**src/prrs_pkg.sv**
```systemverilog
// ----------------------------------------------------------------------------
// prrs_pkg: shared definitions of the priority round-robin scheduler
// Event codes, status codes and the small structs that pass between the
// controller and the cells of the task chain.
// ----------------------------------------------------------------------------
package prrs_pkg;

  localparam logic [1:0] MODE_ADD  = 2'd0;
  localparam logic [1:0] MODE_TICK = 2'd1;
  localparam logic [1:0] MODE_EXIT = 2'd2;

  localparam logic [1:0] STATUS_OK      = 2'd0;
  localparam logic [1:0] STATUS_FULL    = 2'd1;
  localparam logic [1:0] STATUS_NO_TASK = 2'd2;

  // Commands broadcast from the controller to every cell.
  typedef struct packed {
    logic insert;  // open a slot and place the new task
    logic shift;   // close the gap left by the removed task
  } prrs_cmd_t;

  // Flags a cell hands to its right-hand neighbor.
  typedef struct packed {
    logic keep;    // this entry stays ahead of the task being added
    logic match;   // this entry holds the running task
    logic after;   // the running task sits here or further left
  } prrs_link_t;

endpackage

```
**src/prrs_cell.sv**
```systemverilog
// ----------------------------------------------------------------------------
// prrs_cell: one slot of the sorted task list
// Holds one list entry (id and priority), takes part in the insert and
// remove shifts, and passes the search results one slot per cycle.
// ----------------------------------------------------------------------------
module prrs_cell
  import prrs_pkg::*;
#(
  parameter int ID_W   = 4,
  parameter int PRIO_W = 5
) (
  input  logic              clk_i,
  input  prrs_cmd_t         cmd_i,
  input  logic              occupied_i,
  input  logic [ID_W-1:0]   run_id_i,
  input  logic [PRIO_W-1:0] run_prio_i,
  input  logic [ID_W-1:0]   new_id_i,
  input  logic [PRIO_W-1:0] new_prio_i,
  input  prrs_link_t        left_link_i,
  input  logic [ID_W-1:0]   left_id_i,
  input  logic [PRIO_W-1:0] left_prio_i,
  input  logic [ID_W-1:0]   right_id_i,
  input  logic [PRIO_W-1:0] right_prio_i,
  input  logic              left_hit_vld_i,
  input  logic [ID_W-1:0]   left_hit_id_i,
  input  logic [PRIO_W-1:0] left_hit_prio_i,
  output prrs_link_t        link_o,
  output logic [ID_W-1:0]   id_o,
  output logic [PRIO_W-1:0] prio_o,
  output logic              hit_vld_o,
  output logic [ID_W-1:0]   hit_id_o,
  output logic [PRIO_W-1:0] hit_prio_o
);

  logic [ID_W-1:0]   id_q, id_d;
  logic [PRIO_W-1:0] prio_q, prio_d;
  logic              after_q;
  logic              hit_vld_q;
  logic [ID_W-1:0]   hit_id_q;
  logic [PRIO_W-1:0] hit_prio_q;
  logic              keep, match, succ;

  assign keep  = occupied_i && (new_prio_i < prio_q);
  assign match = occupied_i && (id_q == run_id_i);
  // The successor of the running task qualifies only at equal or higher priority.
  assign succ  = occupied_i && left_link_i.match && (prio_q >= run_prio_i);

  always_comb begin
    id_d   = id_q;
    prio_d = prio_q;
    if (cmd_i.insert && !keep) begin
      if (left_link_i.keep) begin
        id_d   = new_id_i;
        prio_d = new_prio_i;
      end else begin
        id_d   = left_id_i;
        prio_d = left_prio_i;
      end
    end else if (cmd_i.shift && after_q) begin
      id_d   = right_id_i;
      prio_d = right_prio_i;
    end
  end

  always_ff @(posedge clk_i) begin
    id_q    <= id_d;
    prio_q  <= prio_d;
    after_q <= match || left_link_i.after;
    if (succ) begin
      hit_vld_q  <= 1'b1;
      hit_id_q   <= id_q;
      hit_prio_q <= prio_q;
    end else begin
      hit_vld_q  <= left_hit_vld_i;
      hit_id_q   <= left_hit_id_i;
      hit_prio_q <= left_hit_prio_i;
    end
  end

  assign link_o     = '{keep: keep, match: match, after: after_q};
  assign id_o       = id_q;
  assign prio_o     = prio_q;
  assign hit_vld_o  = hit_vld_q;
  assign hit_id_o   = hit_id_q;
  assign hit_prio_o = hit_prio_q;

endmodule

```
**src/priority_round_robin_scheduler_top.sv**
```systemverilog
// ----------------------------------------------------------------------------
// priority_round_robin_scheduler_top: priority task scheduler, round robin
// among equal priorities
// Events arrive on the slave stream, one result beat per event leaves on the
// master stream. Input tdata holds, from the lowest bit up: mode,
// priority_req. Output tdata holds, from the lowest bit up: status,
// new_task_id, running_valid, running_id.
// An add, an exit with no task running and an unused mode go from idle
// straight to the state that loads the result register. A tick or an exit
// walks the chain of task cells once, the search results moving one cell per
// cycle, and then loads its result; an exit with a running task adds the
// remove shift between the walk and the load.
// One event is processed at a time; tready is high only while idle, so the
// next event can be accepted once the result is loaded, even while that
// beat still waits.
// Reset empties the task list, restarts id numbering at zero and leaves no
// task running. When the receiver stalls, the finished result is held in the
// output register, and a following event stops before its result until the
// register is free.
// ----------------------------------------------------------------------------
module priority_round_robin_scheduler_top
  import prrs_pkg::*;
#(
  parameter int MAX_TASKS     = 16,
  parameter int PRIORITY_BITS = 5,
  localparam int ID_W   = $clog2(MAX_TASKS),
  localparam int IN_W   = 2 + PRIORITY_BITS,
  localparam int IN_TW  = ((IN_W + 7) / 8) * 8,
  localparam int OUT_W  = 3 + 2 * ID_W,
  localparam int OUT_TW = ((OUT_W + 7) / 8) * 8
) (
  input  logic              clk_i,
  input  logic              rst_ni,
  input  logic              s_axis_tvalid_i,
  output logic              s_axis_tready_o,
  input  logic [IN_TW-1:0]  s_axis_tdata_i,   // mode, priority_req
  output logic              m_axis_tvalid_o,
  input  logic              m_axis_tready_i,
  output logic [OUT_TW-1:0] m_axis_tdata_o    // status, new_task_id,
                                              // running_valid, running_id
);

  typedef enum logic [2:0] {
    ST_IDLE,
    ST_ADD,
    ST_WALK,
    ST_SHIFT,
    ST_SELECT,
    ST_NOP
  } state_e;

  localparam int LEN_W = ID_W + 1;

  state_e                   state_q;
  logic [ID_W-1:0]          cnt_q;
  logic [1:0]               mode_q;
  logic [PRIORITY_BITS-1:0] new_prio_q;
  logic [LEN_W-1:0]         len_q;
  logic [LEN_W-1:0]         idc_q;
  logic [ID_W-1:0]          run_id_q;
  logic [PRIORITY_BITS-1:0] run_prio_q;
  logic                     run_vld_q;

  logic                     m_vld_q;
  logic [1:0]               out_status_q;
  logic [ID_W-1:0]          out_new_id_q;
  logic                     out_rvld_q;
  logic [ID_W-1:0]          out_rid_q;

  prrs_cmd_t                cmd;
  prrs_link_t               cell_link    [MAX_TASKS];
  logic [ID_W-1:0]          cell_id      [MAX_TASKS];
  logic [PRIORITY_BITS-1:0] cell_prio    [MAX_TASKS];
  logic                     cell_hit_vld [MAX_TASKS];
  logic [ID_W-1:0]          cell_hit_id  [MAX_TASKS];
  logic [PRIORITY_BITS-1:0] cell_hit_prio[MAX_TASKS];

  logic                     out_free;
  logic                     load_out;
  logic                     full;
  logic                     found;
  logic                     take_succ;

  assign s_axis_tready_o = (state_q == ST_IDLE);
  assign out_free        = !m_vld_q || m_axis_tready_i;
  assign load_out        = out_free && (state_q inside {ST_ADD, ST_SELECT, ST_NOP});
  assign full            = (idc_q >= LEN_W'(MAX_TASKS));
  assign found           = cell_link[MAX_TASKS-1].after;
  assign take_succ       = run_vld_q && (run_prio_q >= cell_prio[0])
                           && cell_hit_vld[MAX_TASKS-1];

  always_comb begin
    cmd.insert = (state_q == ST_ADD) && out_free && !full;
    cmd.shift  = (state_q == ST_SHIFT);
  end

  for (genvar i = 0; i < MAX_TASKS; i++) begin : g_cell
    prrs_link_t               left_link;
    logic [ID_W-1:0]          left_id, right_id, left_hit_id;
    logic [PRIORITY_BITS-1:0] left_prio, right_prio, left_hit_prio;
    logic                     left_hit_vld;

    if (i == 0) begin : g_head
      // The head cell sees a left neighbor that always stays ahead.
      assign left_link     = '{keep: 1'b1, match: 1'b0, after: 1'b0};
      assign left_id       = cell_id[i];
      assign left_prio     = cell_prio[i];
      assign left_hit_vld  = 1'b0;
      assign left_hit_id   = '0;
      assign left_hit_prio = '0;
    end else begin : g_body
      assign left_link     = cell_link[i-1];
      assign left_id       = cell_id[i-1];
      assign left_prio     = cell_prio[i-1];
      assign left_hit_vld  = cell_hit_vld[i-1];
      assign left_hit_id   = cell_hit_id[i-1];
      assign left_hit_prio = cell_hit_prio[i-1];
    end

    if (i == MAX_TASKS - 1) begin : g_tail
      assign right_id   = cell_id[i];
      assign right_prio = cell_prio[i];
    end else begin : g_inner
      assign right_id   = cell_id[i+1];
      assign right_prio = cell_prio[i+1];
    end

    prrs_cell #(
      .ID_W   (ID_W),
      .PRIO_W (PRIORITY_BITS)
    ) u_cell (
      .clk_i           (clk_i),
      .cmd_i           (cmd),
      .occupied_i      (LEN_W'(i) < len_q),
      .run_id_i        (run_id_q),
      .run_prio_i      (run_prio_q),
      .new_id_i        (idc_q[ID_W-1:0]),
      .new_prio_i      (new_prio_q),
      .left_link_i     (left_link),
      .left_id_i       (left_id),
      .left_prio_i     (left_prio),
      .right_id_i      (right_id),
      .right_prio_i    (right_prio),
      .left_hit_vld_i  (left_hit_vld),
      .left_hit_id_i   (left_hit_id),
      .left_hit_prio_i (left_hit_prio),
      .link_o          (cell_link[i]),
      .id_o            (cell_id[i]),
      .prio_o          (cell_prio[i]),
      .hit_vld_o       (cell_hit_vld[i]),
      .hit_id_o        (cell_hit_id[i]),
      .hit_prio_o      (cell_hit_prio[i])
    );
  end

  always_ff @(posedge clk_i or negedge rst_ni) begin
    if (!rst_ni) begin
      state_q      <= ST_IDLE;
      cnt_q        <= '0;
      mode_q       <= MODE_ADD;
      new_prio_q   <= '0;
      len_q        <= '0;
      idc_q        <= '0;
      run_id_q     <= '0;
      run_prio_q   <= '0;
      run_vld_q    <= 1'b0;
      m_vld_q      <= 1'b0;
      out_status_q <= STATUS_OK;
      out_new_id_q <= '0;
      out_rvld_q   <= 1'b0;
      out_rid_q    <= '0;
    end else begin
      if (load_out) begin
        m_vld_q <= 1'b1;
      end else if (m_axis_tready_i) begin
        m_vld_q <= 1'b0;
      end
      unique case (state_q)
        ST_IDLE: begin
          if (s_axis_tvalid_i) begin
            mode_q     <= s_axis_tdata_i[1:0];
            new_prio_q <= s_axis_tdata_i[2 +: PRIORITY_BITS];
            cnt_q      <= '0;
            unique case (s_axis_tdata_i[1:0])
              MODE_ADD:  state_q <= ST_ADD;
              MODE_TICK: state_q <= ST_WALK;
              MODE_EXIT: state_q <= run_vld_q ? ST_WALK : ST_SELECT;
              default:   state_q <= ST_NOP;
            endcase
          end
        end
        ST_ADD: begin
          if (out_free) begin
            out_rvld_q <= run_vld_q;
            out_rid_q  <= run_vld_q ? run_id_q : '0;
            if (full) begin
              out_status_q <= STATUS_FULL;
              out_new_id_q <= '0;
            end else begin
              out_status_q <= STATUS_OK;
              out_new_id_q <= idc_q[ID_W-1:0];
              len_q        <= len_q + LEN_W'(1);
              idc_q        <= idc_q + LEN_W'(1);
            end
            state_q <= ST_IDLE;
          end
        end
        ST_WALK: begin
          // Search results reach the tail cell after one pass down the chain.
          cnt_q <= cnt_q + ID_W'(1);
          if (cnt_q == ID_W'(MAX_TASKS - 1)) begin
            state_q <= (mode_q == MODE_EXIT) ? ST_SHIFT : ST_SELECT;
          end
        end
        ST_SHIFT: begin
          if (found) begin
            len_q <= len_q - LEN_W'(1);
          end
          run_vld_q <= 1'b0;
          state_q   <= ST_SELECT;
        end
        ST_SELECT: begin
          if (out_free) begin
            out_new_id_q <= '0;
            if (len_q == '0) begin
              run_vld_q    <= 1'b0;
              run_id_q     <= '0;
              out_status_q <= STATUS_NO_TASK;
              out_rvld_q   <= 1'b0;
              out_rid_q    <= '0;
            end else begin
              run_vld_q    <= 1'b1;
              out_status_q <= STATUS_OK;
              out_rvld_q   <= 1'b1;
              if (take_succ) begin
                run_id_q   <= cell_hit_id[MAX_TASKS-1];
                run_prio_q <= cell_hit_prio[MAX_TASKS-1];
                out_rid_q  <= cell_hit_id[MAX_TASKS-1];
              end else begin
                run_id_q   <= cell_id[0];
                run_prio_q <= cell_prio[0];
                out_rid_q  <= cell_id[0];
              end
            end
            state_q <= ST_IDLE;
          end
        end
        ST_NOP: begin
          if (out_free) begin
            out_status_q <= run_vld_q ? STATUS_OK : STATUS_NO_TASK;
            out_new_id_q <= '0;
            out_rvld_q   <= run_vld_q;
            out_rid_q    <= run_vld_q ? run_id_q : '0;
            state_q      <= ST_IDLE;
          end
        end
        default: state_q <= ST_IDLE;
      endcase
    end
  end

  assign m_axis_tvalid_o = m_vld_q;
  assign m_axis_tdata_o  = OUT_TW'({out_rid_q, out_rvld_q, out_new_id_q, out_status_q});

endmodule

```
**config.mk**
```make
export PLATFORM = sky130hd
export DESIGN_NAME = priority_round_robin_scheduler_top
export DESIGN_NICKNAME = d
export VERILOG_FILES = /design/src/prrs_pkg.sv /design/src/prrs_cell.sv /design/src/priority_round_robin_scheduler_top.sv
export SDC_FILE = /design/constraint.sdc
export NUM_CORES = 1
export LEC_CHECK = 0
export ABC_AREA = 0
export BUFFER_PORTS_ARGS = -buffer_cell sky130_fd_sc_hd__buf_2
export CAP_MARGIN = 30
export CORE_UTILIZATION = 58
export DETAILED_ROUTE_END_ITERATION = 6
export PLACE_DENSITY = 0.77
export SLEW_MARGIN = 30
export SYNTH_ARGS = -nofsm -noshare
export SYNTH_HDL_FRONTEND = slang
export SYNTH_SLANG_ARGS = --single-unit
```
**constraint.sdc**
```tcl
create_clock -name clk_i -period 2.4 [get_ports clk_i]
set_input_delay 0.24 -clock clk_i [delete_from_list [all_inputs] [get_ports clk_i]]
set_output_delay 0.24 -clock clk_i [all_outputs]
set_load 0.1 [all_outputs]
```
# [Yosys cells after proc, flatten, opt, wreduce, memory -nomap -nowiden]
# Cells that the tools add are included.
[classes] n_addsub=4 n_mul=0 n_div=0 magnitude_cmp=49 n_eq_ne=35 shift=0 n_mux=157 bitwise=2 n_reduce_logical=171
[op_table] operator="$mux W5" count=63
[op_table] operator="$mux W4" count=68
[op_table] operator="$logic_and A1 B1 Y1" count=98
[op_table] operator="$ge A5 B5 Y1" count=16
[op_table] operator="$lt A5 B5 Y1" count=16
[op_table] operator="$eq A4 B4 Y1" count=16
[op_table] operator="$reduce_bool A2 Y1" count=21
[op_table] operator="$lt A4 B5 Y1 const A" count=8
[op_table] operator="$pmux W4 S2" count=3
[op_table] operator="$lt A3 B5 Y1 const A" count=4
[op_table] operator="$logic_not A1 Y1" count=18
[op_table] operator="$logic_or A1 B1 Y1" count=16
[op_table] operator="$mux W3" count=5
[op_table] operator="$reduce_and A3 Y1" count=5
[op_table] operator="$ne A2 B2 Y1 const B" count=6
[op_table] operator="$pmux W3 S4" count=1
[op_table] operator="$add A5 B1 Y5 const B" count=2
[op_table] operator="$lt A1 B5 Y1 const A" count=2
[op_table] operator="$lt A2 B5 Y1 const A" count=2
[op_table] operator="$mux W2" count=5
[op_table] operator="$pmux W5 S2" count=1
[op_table] operator="$pmux W3 S3" count=1
[op_table] operator="$ne A2 B1 Y1 const B" count=4
[op_table] operator="$reduce_and A2 Y1" count=4
[op_table] operator="20 further kinds" count=33
[totals] reg_bits=356 latchBits=0 ram_bits=0 romBits=0 in_bits=12 out_inout_bits=18 elab_cells=525 n_memories=0

# [Depth between registers and ports, before layout]
# Gate-level depths: netlist of the first run.
[depth] depth_word=7 depth_mapped=9 ltp_nobuf=7

# [Cells and area by module]
# A second synthesis of the first run with hierarchy kept.
[unflattened] hier_cells=3148 area_unflattened_um2=28357.2
[by_module_without_submodules] module="prrs_cell" instances=16 cells_each=178 area_per_inst_um2=1599.0 seq_area_each_um2=490.5
[by_module_without_submodules] module="priority_round_robin_scheduler_top" instances=1 cells_each=300 area_per_inst_um2=2772.7 seq_area_each_um2=1151.1

# [Least setup slack after synthesis of the first run]
# OpenSTA, ideal clock, no wires.
[synth_path] path_kind="register -> register" from="reg m_vld_q, in the netlist m_axis_tvalid_o" to="reg g_cell[15].u_cell.id_q[0] (enable)" setup_ns=0.387 t_arrival_ns=2.581 path_slack_ns=-0.568 stages_incl_launch_ff=6 path_buffers=2 period_less_slack_ns=2.968 cell_sequence="dfrtp_1 nor2b_1 clkbuf_1 or4_1 buf_2 nor3_1"
[synth_between] elab_chain_cells=5
[synth_rtl] element="start: declaration" line="priority_round_robin_scheduler_top.sv:64" source="logic m_vld_q;"
[synth_rtl] element="start signal: assignment" line="priority_round_robin_scheduler_top.sv:167" source="m_vld_q <= 1'b0;"
[synth_rtl] element="start signal: assignment" line="priority_round_robin_scheduler_top.sv:174" source="m_vld_q <= 1'b1;"
[synth_rtl] element="start signal: assignment" line="priority_round_robin_scheduler_top.sv:176" source="m_vld_q <= 1'b0;"
[synth_rtl] element="$logic_not A1 Y1" line="priority_round_robin_scheduler_top.sv:85" source="assign out_free = !m_vld_q || m_axis_tready_i;"
[synth_rtl] element="$logic_or A1 B1 Y1" line="priority_round_robin_scheduler_top.sv:85"
[synth_rtl] element="$logic_and A1 B1 Y1 (2 in series)" line="priority_round_robin_scheduler_top.sv:93" source="cmd.insert = (state_q == ST_ADD) && out_free && !full;"
[synth_rtl] element="$logic_and A1 B1 Y1" line="prrs_cell.sv:51" source="if (cmd_i.insert && !keep) begin"
[synth_rtl] element="end signal: assignment" line="prrs_cell.sv:66" source="id_q <= id_d;"
[synth_rtl] element="end: declaration" line="prrs_cell.sv:35" source="logic [ID_W-1:0] id_q, id_d;"
# Every way passes these cells.
# A chain may end at the register's enable or synchronous reset.

# [Final worst setup path of the first run]
[layout_path] from="reg new_prio_q[2]" to="reg g_cell[12].u_cell.id_q[1] (data pin)"
[layout_between] elab_chain_cells=5 elab_cells_between_ends=8
[layout_rtl] element="start: declaration" line="priority_round_robin_scheduler_top.sv:57" source="logic [PRIORITY_BITS-1:0] new_prio_q;"
[layout_rtl] element="start signal: assignment" line="priority_round_robin_scheduler_top.sv:182" source="new_prio_q <= s_axis_tdata_i[2 +: PRIORITY_BITS];"
[layout_rtl] element="$lt A5 B5 Y1" line="prrs_cell.sv:43" source="assign keep = occupied_i && (new_prio_i < prio_q);"
[layout_rtl] element="$logic_and A1 B1 Y1" line="prrs_cell.sv:43"
[layout_rtl] element="$logic_not A1 Y1" line="prrs_cell.sv:51"
[layout_rtl] element="$logic_and A1 B1 Y1" line="prrs_cell.sv:51"
[layout_rtl] element="$mux W4 *" line="prrs_cell.sv:51"
[layout_rtl] element="named net g_cell[12].u_cell.id_d[1]" line="prrs_cell.sv:35"
[layout_rtl] element="end signal: assignment" line="prrs_cell.sv:66"
[layout_rtl] element="end: declaration" line="prrs_cell.sv:35"
# Mark *: on every way through the listed nets, which the timed path passes. The rest lies on a longest branch.

==> impl_metrics.csv, run 1 <==
group,metric,value,unit
global_route,grt_pass1_vias,14720,
logic_synthesis,yosys_register_bits,356,
critical_path,crit_type,"register to register",
clocking,clock_latency,540,ps
timing,worst_slew_pin_slew,1001,ps
logic_synthesis,ys_async_sr_fraction,12.92,%
placement,place.gp.congestion,0.9081,
timing,fin_crit,2461,ps
floorplan,die_height,184.6,µm
cells_and_area,antenna_cells,0,
timing,rsz0062_at_grt,"true",
run_status,status,"finished with violations",
timing,fmax,406.3,MHz
cells_and_area,fin_nets,2048,
worst_hold_path,hp-class,"input port to register",
timing,finalSetupViolCount,19,
floorplan,io-pin-count,30,
routing,wl,56080,µm
clocking,path_clk_slew,60,ps
logic_synthesis,yosys_warnings,0,
global_route,grt_remaining_overflow,0,
routing,firstDrtPassIters,5,
run_status,violations,"setup timing",
floorplan,core,32700,µm²
critical_path,end_kind,"register",
critical_path,reg2reg_slack,-60,ps
cells_and_area,fillers,2169,
clocking,cts_made_buffers,39,
global_route,grt.total_usage,32.52,%
cells_and_area,multi_input_area,10300,µm²
timing,hold-worst-slack,21.18,ps
critical_path,crit_fanout,6,
logic_synthesis,avgSynthCellArea,11.43,µm²
timing,skew,20.25,ps
timing,finalCritPeriodShare,102.5,%
critical_path,start_kind,"register",
logic_synthesis,synthCells,1692,
global_route,grt_pass1_wl,83680,µm
logic_synthesis,synth_area,19330,µm²
routing,vias_per_cell,6.234,
floorplan,fp.dieW,184.6,µm
timing,hold_viol,0,
logic_synthesis,synth_edf_count,144,
timing,slew_headroom,33.26,%
power,p_leak,10.19,nW
routing,dr_total_vias,14680,
critical_path,required,2670,ps
timing,timing.final.ws_setup,-61.12,ps
placement,hpwl,38680,µm
critical_path,slowest_stage,"dfrtp_2",
timing,slew_viol_final,0,
cells_and_area,layout-drive-gt1-share,31.80,%
routing,wl_per_cell,23.82,µm
clocking,clockRootBuffer,"clkbuf_16",
logic_synthesis,synth_cell_types,70,
global_route,antenna_found_initial,0,
placement,port_buffers,23,
global_route,grt_max_degree,47,
critical_path,arrival,2730,ps
clocking,clock_sinks,356,
cells_and_area,final_util,71.58,%
floorplan,dieArea,34070,µm²
clocking,cts_htree_levels,2,
logic_synthesis,ys_seq_area_share,45.51,%
logic_synthesis,synthFlopType,"dfxtp_1",
power,vdd_drop_max,0.7966,mV
cells_and_area,seq_area,8810,µm²
critical_path,critPathMaxStageDelay,420,ps
cells_and_area,area_growth,21.08,%
clocking,cts_tree,"built",
floorplan,placementRows,66,
clocking,clockBufferDepth,3,
floorplan,start_util,59.12,%
power,powerDensity,1424,nW/µm²
cells_and_area,layout_common_cells,"buf_4, mux2_2, dfxtp_1",
critical_path,worstPathCellList,"buf_12 > buf_16 > ha_4 > a21oi_2 > o21ai_2 > a31oi_1 > buf_4 > mux2_2 > mux2_4",
routing,drt_iter0_drc,1500,
routing,drcViolationCount,0,
job,maxCapViolations,0,
routing,ant_nets,0,
cells_and_area,final_common_cell,"buf_4",
==> cell usage after synthesis, drive strengths merged, types with 35 or more instances <==
library cell,number,share of area (%)
mux2,209,12
dfxtp,166,17
a21oi,164,4.3
ha,153,9.9
edfxtp,144,22
mux2i,133,6.9
inv,95,1.8
buf,59,1.8
nand2,49,0.96
nand2b,47,1.5
dfrtp,46,6.0
o21ai,41,1.1
clkbuf,40,0.78
xor2,36,1.6
xnor2,35,1.6
==> what timing repair did <==
item                       CTS  global route
pin swaps                    7            26
hold endpoints to repair    50             0
cloned                       1             4
hold buffers                 5             0
setup buffers               10            20
setup endpoints to repair  108           262
gates resized for setup     24           107
==> final timing paths <==
path | start | to | cells past startpoint
worst min register to register | g_cell[9].u_cell.hit_vld_o | g_cell[10].u_cell.hit_vld_o | 1
worst max-delay path | new_prio_q[2] | g_cell[12].u_cell.id_o[1] | 9
worst min-delay path | s_axis_tdata_i[6] | new_prio_q[4] | 2
worst max register to register | new_prio_q[2] | g_cell[12].u_cell.id_o[1] | 9
min in group asynchronous | rst_ni | state_q[0] | 3
max in group asynchronous | rst_ni | m_axis_tvalid_o | 3
==> stage by stage <==
| step | std cells | total power [W] | instance area (µm²) | setup WS, ps | setup TNS, ps |
|---|---|---|---|---|---|
| floorplan | 1696 | 0.01959 | 19430 | -43.63 | -486.5 |
| global placement | 2245 | 0.02441 | 21120 | -33.56 | -238.7 |
| detailed placement | 2245 | 0.02494 | 21130 | -93.33 | -2862 |
| CTS | 2331 | 0.03138 | 22670 | -3.097 | -3.097 |
| global route | 2354 | 0.03487 | 23410 | -88.89 | -1257 |
| finish | 2354 | 0.03335 | 23410 | -61.12 | -380.1 |
==> logic make-up (layout without fill, tap and decap cells) <==
| logic type | after synthesis | in the layout | share of synthesized area, % |
|---|---|---|---|
| AO/OA/AOI/OAI | 353 | 353 | 11.38 |
| XOR/XNOR | 71 | 71 | 3.216 |
| adder cells (fa/ha/maj) | 153 | 153 | 9.902 |
| buffers and inverters | 194 | 409 | 4.388 |
| flip-flops | 356 | 356 | 45.51 |
| multiplexers | 342 | 342 | 19.14 |
| other | 1 | 5 | 0.01940 |
| AND/OR/NAND/NOR | 222 | 223 | 6.446 |
==> flip-flops by register name (all words and copies together) (netlist names), 2 cells and up <==
name	flops
run_prio_q	5
out_new_id_q	4
len_q	5
g_cell.u_cell.hit_id_o	60
idc_q	5
state_q	3
cnt_q	4
g_cell.u_cell.after_q	16
g_cell.u_cell.hit_vld_o	15
g_cell.u_cell.id_o	64
new_prio_q	5
g_cell.u_cell.hit_prio_o	75
run_id_q	4
out_rid_q	4
mode_q	2
out_status_q	2
g_cell.u_cell.prio_o	80
==> critical path: cells and delay by family, from the launching register on <==
kind	cells	cell delay, ps
AOI/OAI and AO/OA	3	440
adders and majority gates	1	220
buffers and inverters	3	520
DFF	1	420
muxes	2	600
==> final cells by class <==
type | count | share of cell area (%)
multi-input combinational | 1147 | 44.02
sequential | 356 | 37.63
timing repair buffer | 244 | 9.177
clock buffer | 63 | 5.126
tap | 442 | 2.362
inverter | 95 | 1.523
clock inverter | 7 | 0.1550
==> routing by layer <==
metal  track usage (%)  share of wire, %
met4             15.40               5.4
met1             42.37                41
met5                 0                 0
met3             5.236               7.6
met2             52.75                46
==> power by group <==
group	switching (W)	total (W)	leakage [nW]	internal, W
Sequential	0.00141	0.00977	3.24	0.00837
Combinational	0.00949	0.0177	6.35	0.00825
Clock	0.00243	0.00584	0.606	0.00341
Total	0.0133	0.0333	10.2	0.0200
No activity file was read; power rests on OpenSTA's default activity.
==> run 2: changes to the inputs <==
--- a/config.mk
+++ b/config.mk
@@ -8,10 +8,10 @@
 export ABC_AREA = 0
 export BUFFER_PORTS_ARGS = -buffer_cell sky130_fd_sc_hd__buf_2
 export CAP_MARGIN = 30
-export CORE_UTILIZATION = 58
+export CORE_ASPECT_RATIO = 1.25
+export CORE_UTILIZATION = 31
 export DETAILED_ROUTE_END_ITERATION = 6
-export PLACE_DENSITY = 0.77
-export SLEW_MARGIN = 30
+export SLEW_MARGIN = 20
 export SYNTH_ARGS = -nofsm -noshare
 export SYNTH_HDL_FRONTEND = slang
 export SYNTH_SLANG_ARGS = --single-unit
==> run 2 against run 1 <==
Net effect: the flow finishes with violations (DRC, setup timing); sequential share of layout area fell by 1.1 points; routed wire length up 2.2%; maximum frequency down 1.1%; worst hold slack better by 3.4 ps; highest routed layer unchanged.
==> impl_metrics.csv, run 2 (same netlist as run 1, synthesis figures left out) <==
group,metric,value,unit
run_status,status,"finished with violations",
timing,hold-worst-slack,24.55,ps
cells_and_area,layout_common_cells,"mux2_2, buf_4, dfxtp_1",
power,clock_power_share,17.3,%
power,seqPwrFrac,28.8,%
clocking,clockRootBuffer,"clkbuf_16",
cells_and_area,fin_nets,2057,
routing,ant_nets,0,
worst_hold_path,min_to,"state_q[1]",
power,p_int,0.02013,W
floorplan,die_height,281.2,µm
critical_path,critPathMaxStageDelay,530,ps
global_route,antenna_found_initial,0,
critical_path,required,2680,ps
clocking,cts_htree_levels,2,
global_route,grt_pass1_vias,14430,
timing,hold_viol,0,
power,power_switching,0.01328,W
power,vdd_drop_max,0.7098,mV
timing,worst_slew_pin_slew,969.8,ps
cells_and_area,area_growth,24.56,%
routing,vias_per_cell,5.109,
job,maxCapViolations,0,
global_route,grt_remaining_overflow,0,
timing,timing.final.ws_setup,-89.48,ps
critical_path,cp-startpoint,"new_prio_q[2]",
routing,dr_total_vias,14050,
timing,finalSetupViolCount,16,
floorplan,io-pin-count,30,
clocking,clock_latency,530,ps
cells_and_area,largest_register_ffs,80,
critical_path,crit_fanout,6,
power,p_total,0.03341,W
routing,drcViolationCount,6,
critical_path,reg2reg_slack,-90,ps
timing,finalCritPeriodShare,103.7,%
timing,slew_viol_final,0,
floorplan,dieArea,63370,µm²
critical_path,slowest_stage,"dfrtp_2",
floorplan,start_util,31.30,%
placement,place.gp.congestion,0.8867,
clocking,cts_made_buffers,37,
floorplan,placementRows,102,
floorplan,fp.dieW,225.4,µm
timing,rsz0062_at_grt,"true",
placement,hpwl,41790,µm
clocking,cts_tree,"built",
routing,wl_per_cell,20.84,µm
power,powerDensity,1387,nW/µm²
clocking,clock_sinks,356,
timing,skew,11.68,ps
power,comb_power_share,53.8,%
critical_path,end_kind,"register",
critical_path,r2r_start,"new_prio_q[2]",
routing,drt_iter0_drc,954,
cells_and_area,layout-drive-gt1-share,32.01,%
timing,slew_headroom,35.34,%
timing,fin_crit,2489,ps
critical_path,crit_family,"multiplexers",
critical_path,r2r_cells,8,
global_route,grt_pass1_wl,86390,µm
critical_path,arrival,2770,ps
critical_path,worstPathCellList,"buf_6 > ha_1 > a21oi_1 > o21ai_2 > a31oi_1 > buf_4 > mux2_2 > mux2_2",
clocking,clockBufferDepth,3,
run_status,violations,"DRC, setup timing",
placement,port_buffers,23,
critical_path,start_kind,"register",
worst_hold_path,hold_path.startpoint,"s_axis_tvalid_i",
worst_hold_path,hp-class,"input port to register",
global_route,grt.total_usage,17.89,%
critical_path,reg2reg_to,"g_cell[6].u_cell.id_o[1]",
cells_and_area,antenna_cells,0,
timing,fmax,401.7,MHz
power,p_leak,10.28,nW
critical_path,crit_type,"register to register",
routing,wl,57320,µm
worst_hold_path,holdPathStages,3,
floorplan,core,61770,µm²
routing,firstDrtPassIters,7,
critical_path,path_buf_inv,2,
clocking,path_clk_slew,60,ps
global_route,grt_max_degree,32,
power,swShare,39.76,%
critical_path,worst_path_most_repeated_cell,"mux2_2",
-- run 2: power by group through the flow --
stage	sequential [W]	combinational (W)	clock [W]
after detailed placement	0.00974	0.0157	0
after global placement	0.00976	0.0153	0
final	0.00964	0.0180	0.00578
after global routing	0.00980	0.0193	0.00609
after floorplan	0.00967	0.00992	0
after CTS	0.00962	0.0166	0.00587
-- run 2: worst min-delay path: stages --
cell and delay, ps:
buf_2 130, nand3b_1 80, a21oi_1 60
-- run 2: layout make-up --
type,instances,area [µm²]
clock buffer,56,1110
clock inverter,9,95.09
fill,5878,37690
inverter,95,356.6
multi-input combinational,1147,10380
sequential,356,8807
tap,832,1041
timing repair buffer,255,2293
-- run 2: worst max-delay path by stage --
stage	cells past startpoint	to	slack [ps]
finish	8	g_cell[6].u_cell.id_o[1]	-90
global route	8	g_cell[6].u_cell.id_o[1]	-150
CTS	6	g_cell[11].u_cell.id_o[3]	-50
detailed placement	7	g_cell[3].u_cell.id_o[1]	-140
global placement	7	g_cell[13].u_cell.prio_o[3]	-120
floorplan	6	g_cell[11].u_cell.id_o[2]	-40
-- run 2: metal layers --
metal  up-vias  part of all wire, %  GRT usage [%]
met4         0                  5.5          9.454
li1       6578                    -              -
met1      6991                   41          21.03
met2       351                   50          31.77
met5         -                    0              0
met3       129                  3.4          1.997
-- run 2: what timing repair did --
action | in CTS | in global routing
cloned | 3 | 4
gates resized for setup | 52 | 103
endpoints found under the setup margin | 176 | 271
pin swaps | 15 | 27
hold buffers | 8 | 0
endpoints found under the hold margin | 37 | 0
setup buffers | 10 | 15
-- run 2: metrics by stage --
stage	util, %	std cells	TNS [ps]	instance area [µm²]	setup WS (ps)
after global routing	38.99	2750	-2953	24080	-152.2
after global placement	35.25	2645	-3730	21770	-115.4
after detailed placement	35.28	2646	-7804	21790	-137.2
after CTS	37.92	2732	-344.1	23420	-47.43
final	38.99	2750	-558.7	24080	-89.48
after floorplan	-	1696	-486.5	19430	-43.63
==> run 3: changes to the inputs <==
--- a/config.mk
+++ b/config.mk
@@ -11,6 +11,7 @@
 export CORE_ASPECT_RATIO = 1.25
 export CORE_UTILIZATION = 31
 export DETAILED_ROUTE_END_ITERATION = 6
+export REMOVE_ABC_BUFFERS = 1
 export SLEW_MARGIN = 20
 export SYNTH_ARGS = -nofsm -noshare
 export SYNTH_HDL_FRONTEND = slang
==> run 3 against run 2 <==
Net effect: the flow finishes with violations (setup timing); largest cell class unchanged; worst hold slack better by 8.0 ps; die area stayed put; first-iteration DRC count is 12% lower; highest routed layer unchanged; setup slack better by 41 ps; final cell count is 0.40% higher.
==> impl_metrics.csv, run 3 (same netlist as run 1, synthesis figures left out) <==
group,metric,value,unit
placement,port_buffers,23,
floorplan,fp.dieW,225.4,µm
routing,vias_per_cell,5.149,
timing,slew_headroom,53.39,%
placement,hpwl,43040,µm
timing,rsz0062_at_grt,"true",
timing,finalSetupViolCount,17,
critical_path,end_kind,"register",
cells_and_area,layout_common_cells,"mux2_2, buf_4, dfxtp_1",
timing,slew_viol_final,0,
routing,drcViolationCount,0,
global_route,grt_max_degree,49,
clocking,clockBufferDepth,3,
routing,dr_total_vias,14220,
timing,hold-worst-slack,32.59,ps
floorplan,placementRows,102,
critical_path,start_kind,"register",
global_route,grt_pass1_vias,15250,
placement,dpl_cell_area,21780,µm²
cells_and_area,layout-drive-gt1-share,33.75,%
global_route,grt_pass1_wl,89960,µm
floorplan,die_height,281.2,µm
clocking,clock_latency,540,ps
routing,firstDrtPassIters,5,
run_status,status,"finished with violations",
global_route,antenna_found_initial,0,
global_route,grt_remaining_overflow,0,
timing,fmax,408.4,MHz
job,maxCapViolations,0,
timing,hold_viol,0,
floorplan,core,61770,µm²
critical_path,crit_type,"register to register",
clocking,clockRootBuffer,"clkbuf_16",
critical_path,arrival,2760,ps
routing,wl_per_cell,21.37,µm
floorplan,dieArea,63370,µm²
cells_and_area,final_common_cell,"mux2_2",
routing,wl,59020,µm
timing,worst_slew_pin_slew,691.8,ps
cells_and_area,largest_register_ffs,80,
floorplan,io-pin-count,30,
placement,place.gp.congestion,0.8862,
timing,fin_crit,2449,ps
timing,timing.final.ws_setup,-48.70,ps
cells_and_area,final_area,24460,µm²
global_route,grt.total_usage,18.54,%
worst_hold_path,hp-class,"input port to register",
cells_and_area,area_growth,26.50,%
routing,ant_nets,0,
critical_path,crit_fanout,7,
timing,skew,20.78,ps
cells_and_area,fin_nets,2066,
power,p_leak,10.38,nW
floorplan,start_util,31.30,%
power,powerDensity,1404,nW/µm²
cells_and_area,antenna_cells,0,
clocking,cts_tree,"built",
clocking,cts_made_buffers,38,
timing,finalCritPeriodShare,102.0,%
clocking,cts_htree_levels,2,
power,vdd_drop_max,0.5432,mV
clocking,path_clk_slew,60,ps
routing,drt_iter0_drc,837,
run_status,violations,"setup timing",
clocking,clock_sinks,356,
critical_path,required,2710,ps
## run 3: changes by cell type in the layout (fill, tap and decap cells not counted), moves of 6 or more
cell and delta:
mux2i_1 -10, mux2i_4 +7, clkbuf_16 +6, mux2_2 +7
a21oi_2 +8, a21oi_1 -9, mux2_4 -7
## run 3: stage by stage
stage / setup WS, ps / power, W / instances / setup TNS [ps] / utilization [%]
finish: -48.70 / 0.03434 / 2761 / -441.2 / 39.59
global route: -135.2 / 0.03620 / 2761 / -5115 / 39.59
CTS: -6.138 / 0.03258 / 2741 / -6.138 / 38.19
detailed placement: -153.7 / 0.02555 / 2649 / -12490 / 35.25
global placement: -101.9 / 0.02510 / 2647 / -7386 / 35.20
floorplan: -2267 / 0.01894 / 1597 / -459690 / -
## run 3: path summary, 6_finish.rpt
check / startpoint / end / slack [ps] / cells after the start
min in group asynchronous: rst_ni / cnt_q[3] / 170 / 2
max in group asynchronous: rst_ni / len_q[4] / 1440 / 3
setup / recovery: new_prio_q[2] / g_cell[11].u_cell.prio_o[2] / -50 / 12
hold / removal: s_axis_tvalid_i / state_q[1] / 30 / 3
setup reg to reg: new_prio_q[2] / g_cell[11].u_cell.prio_o[2] / -50 / 12
hold reg to reg: g_cell[11].u_cell.hit_vld_o / g_cell[12].u_cell.hit_vld_o / 410 / 1
## run 3: per-layer routing
layer	routed length, µm	track usage (%)	vias to the layer above
li1	-	-	6624
met1	23800	21.26	7068
met2	30010	33.37	351
met3	1972	2.049	173
met4	3233	10.20	0
met5	0	0	-
## run 3: power breakdown
part	internal [W]	switching, W
logic	0.00878	0.00991
clock network	0.00353	0.00249
registers	0.00836	0.00128
## run 3: timing repair
action                                 4_1_cts  5_1_grt
setup endpoints to repair                  190      256
hold buffers                                 8        0
pin swaps                                   14       40
setup buffers                               15       11
endpoints found under the hold margin       24        0
resized for setup                           73      133
cloned                                       1       10
## run 3: layout make-up
class,instances,area [µm²]
fillers,5902,37310
multi-input cells,1148,10490
flip-flops and latches,356,8803
repair buffers,262,2504
clock buffers,52,1096
well taps,832,1041
inverters,95,356.6
clock inverters,16,163.9
## run 3: critical path, stage by stage, from the launching register on
cell	delay, ps
dfrtp_2	420
buf_12	150
buf_12	150
ha_4	220
a21oi_2	150
o21ai_2	60
a31oi_1	180
buf_4	190
buf_6	130
nor2_4	40
buf_12	140
a21o_4	210
clkbuf_16	150
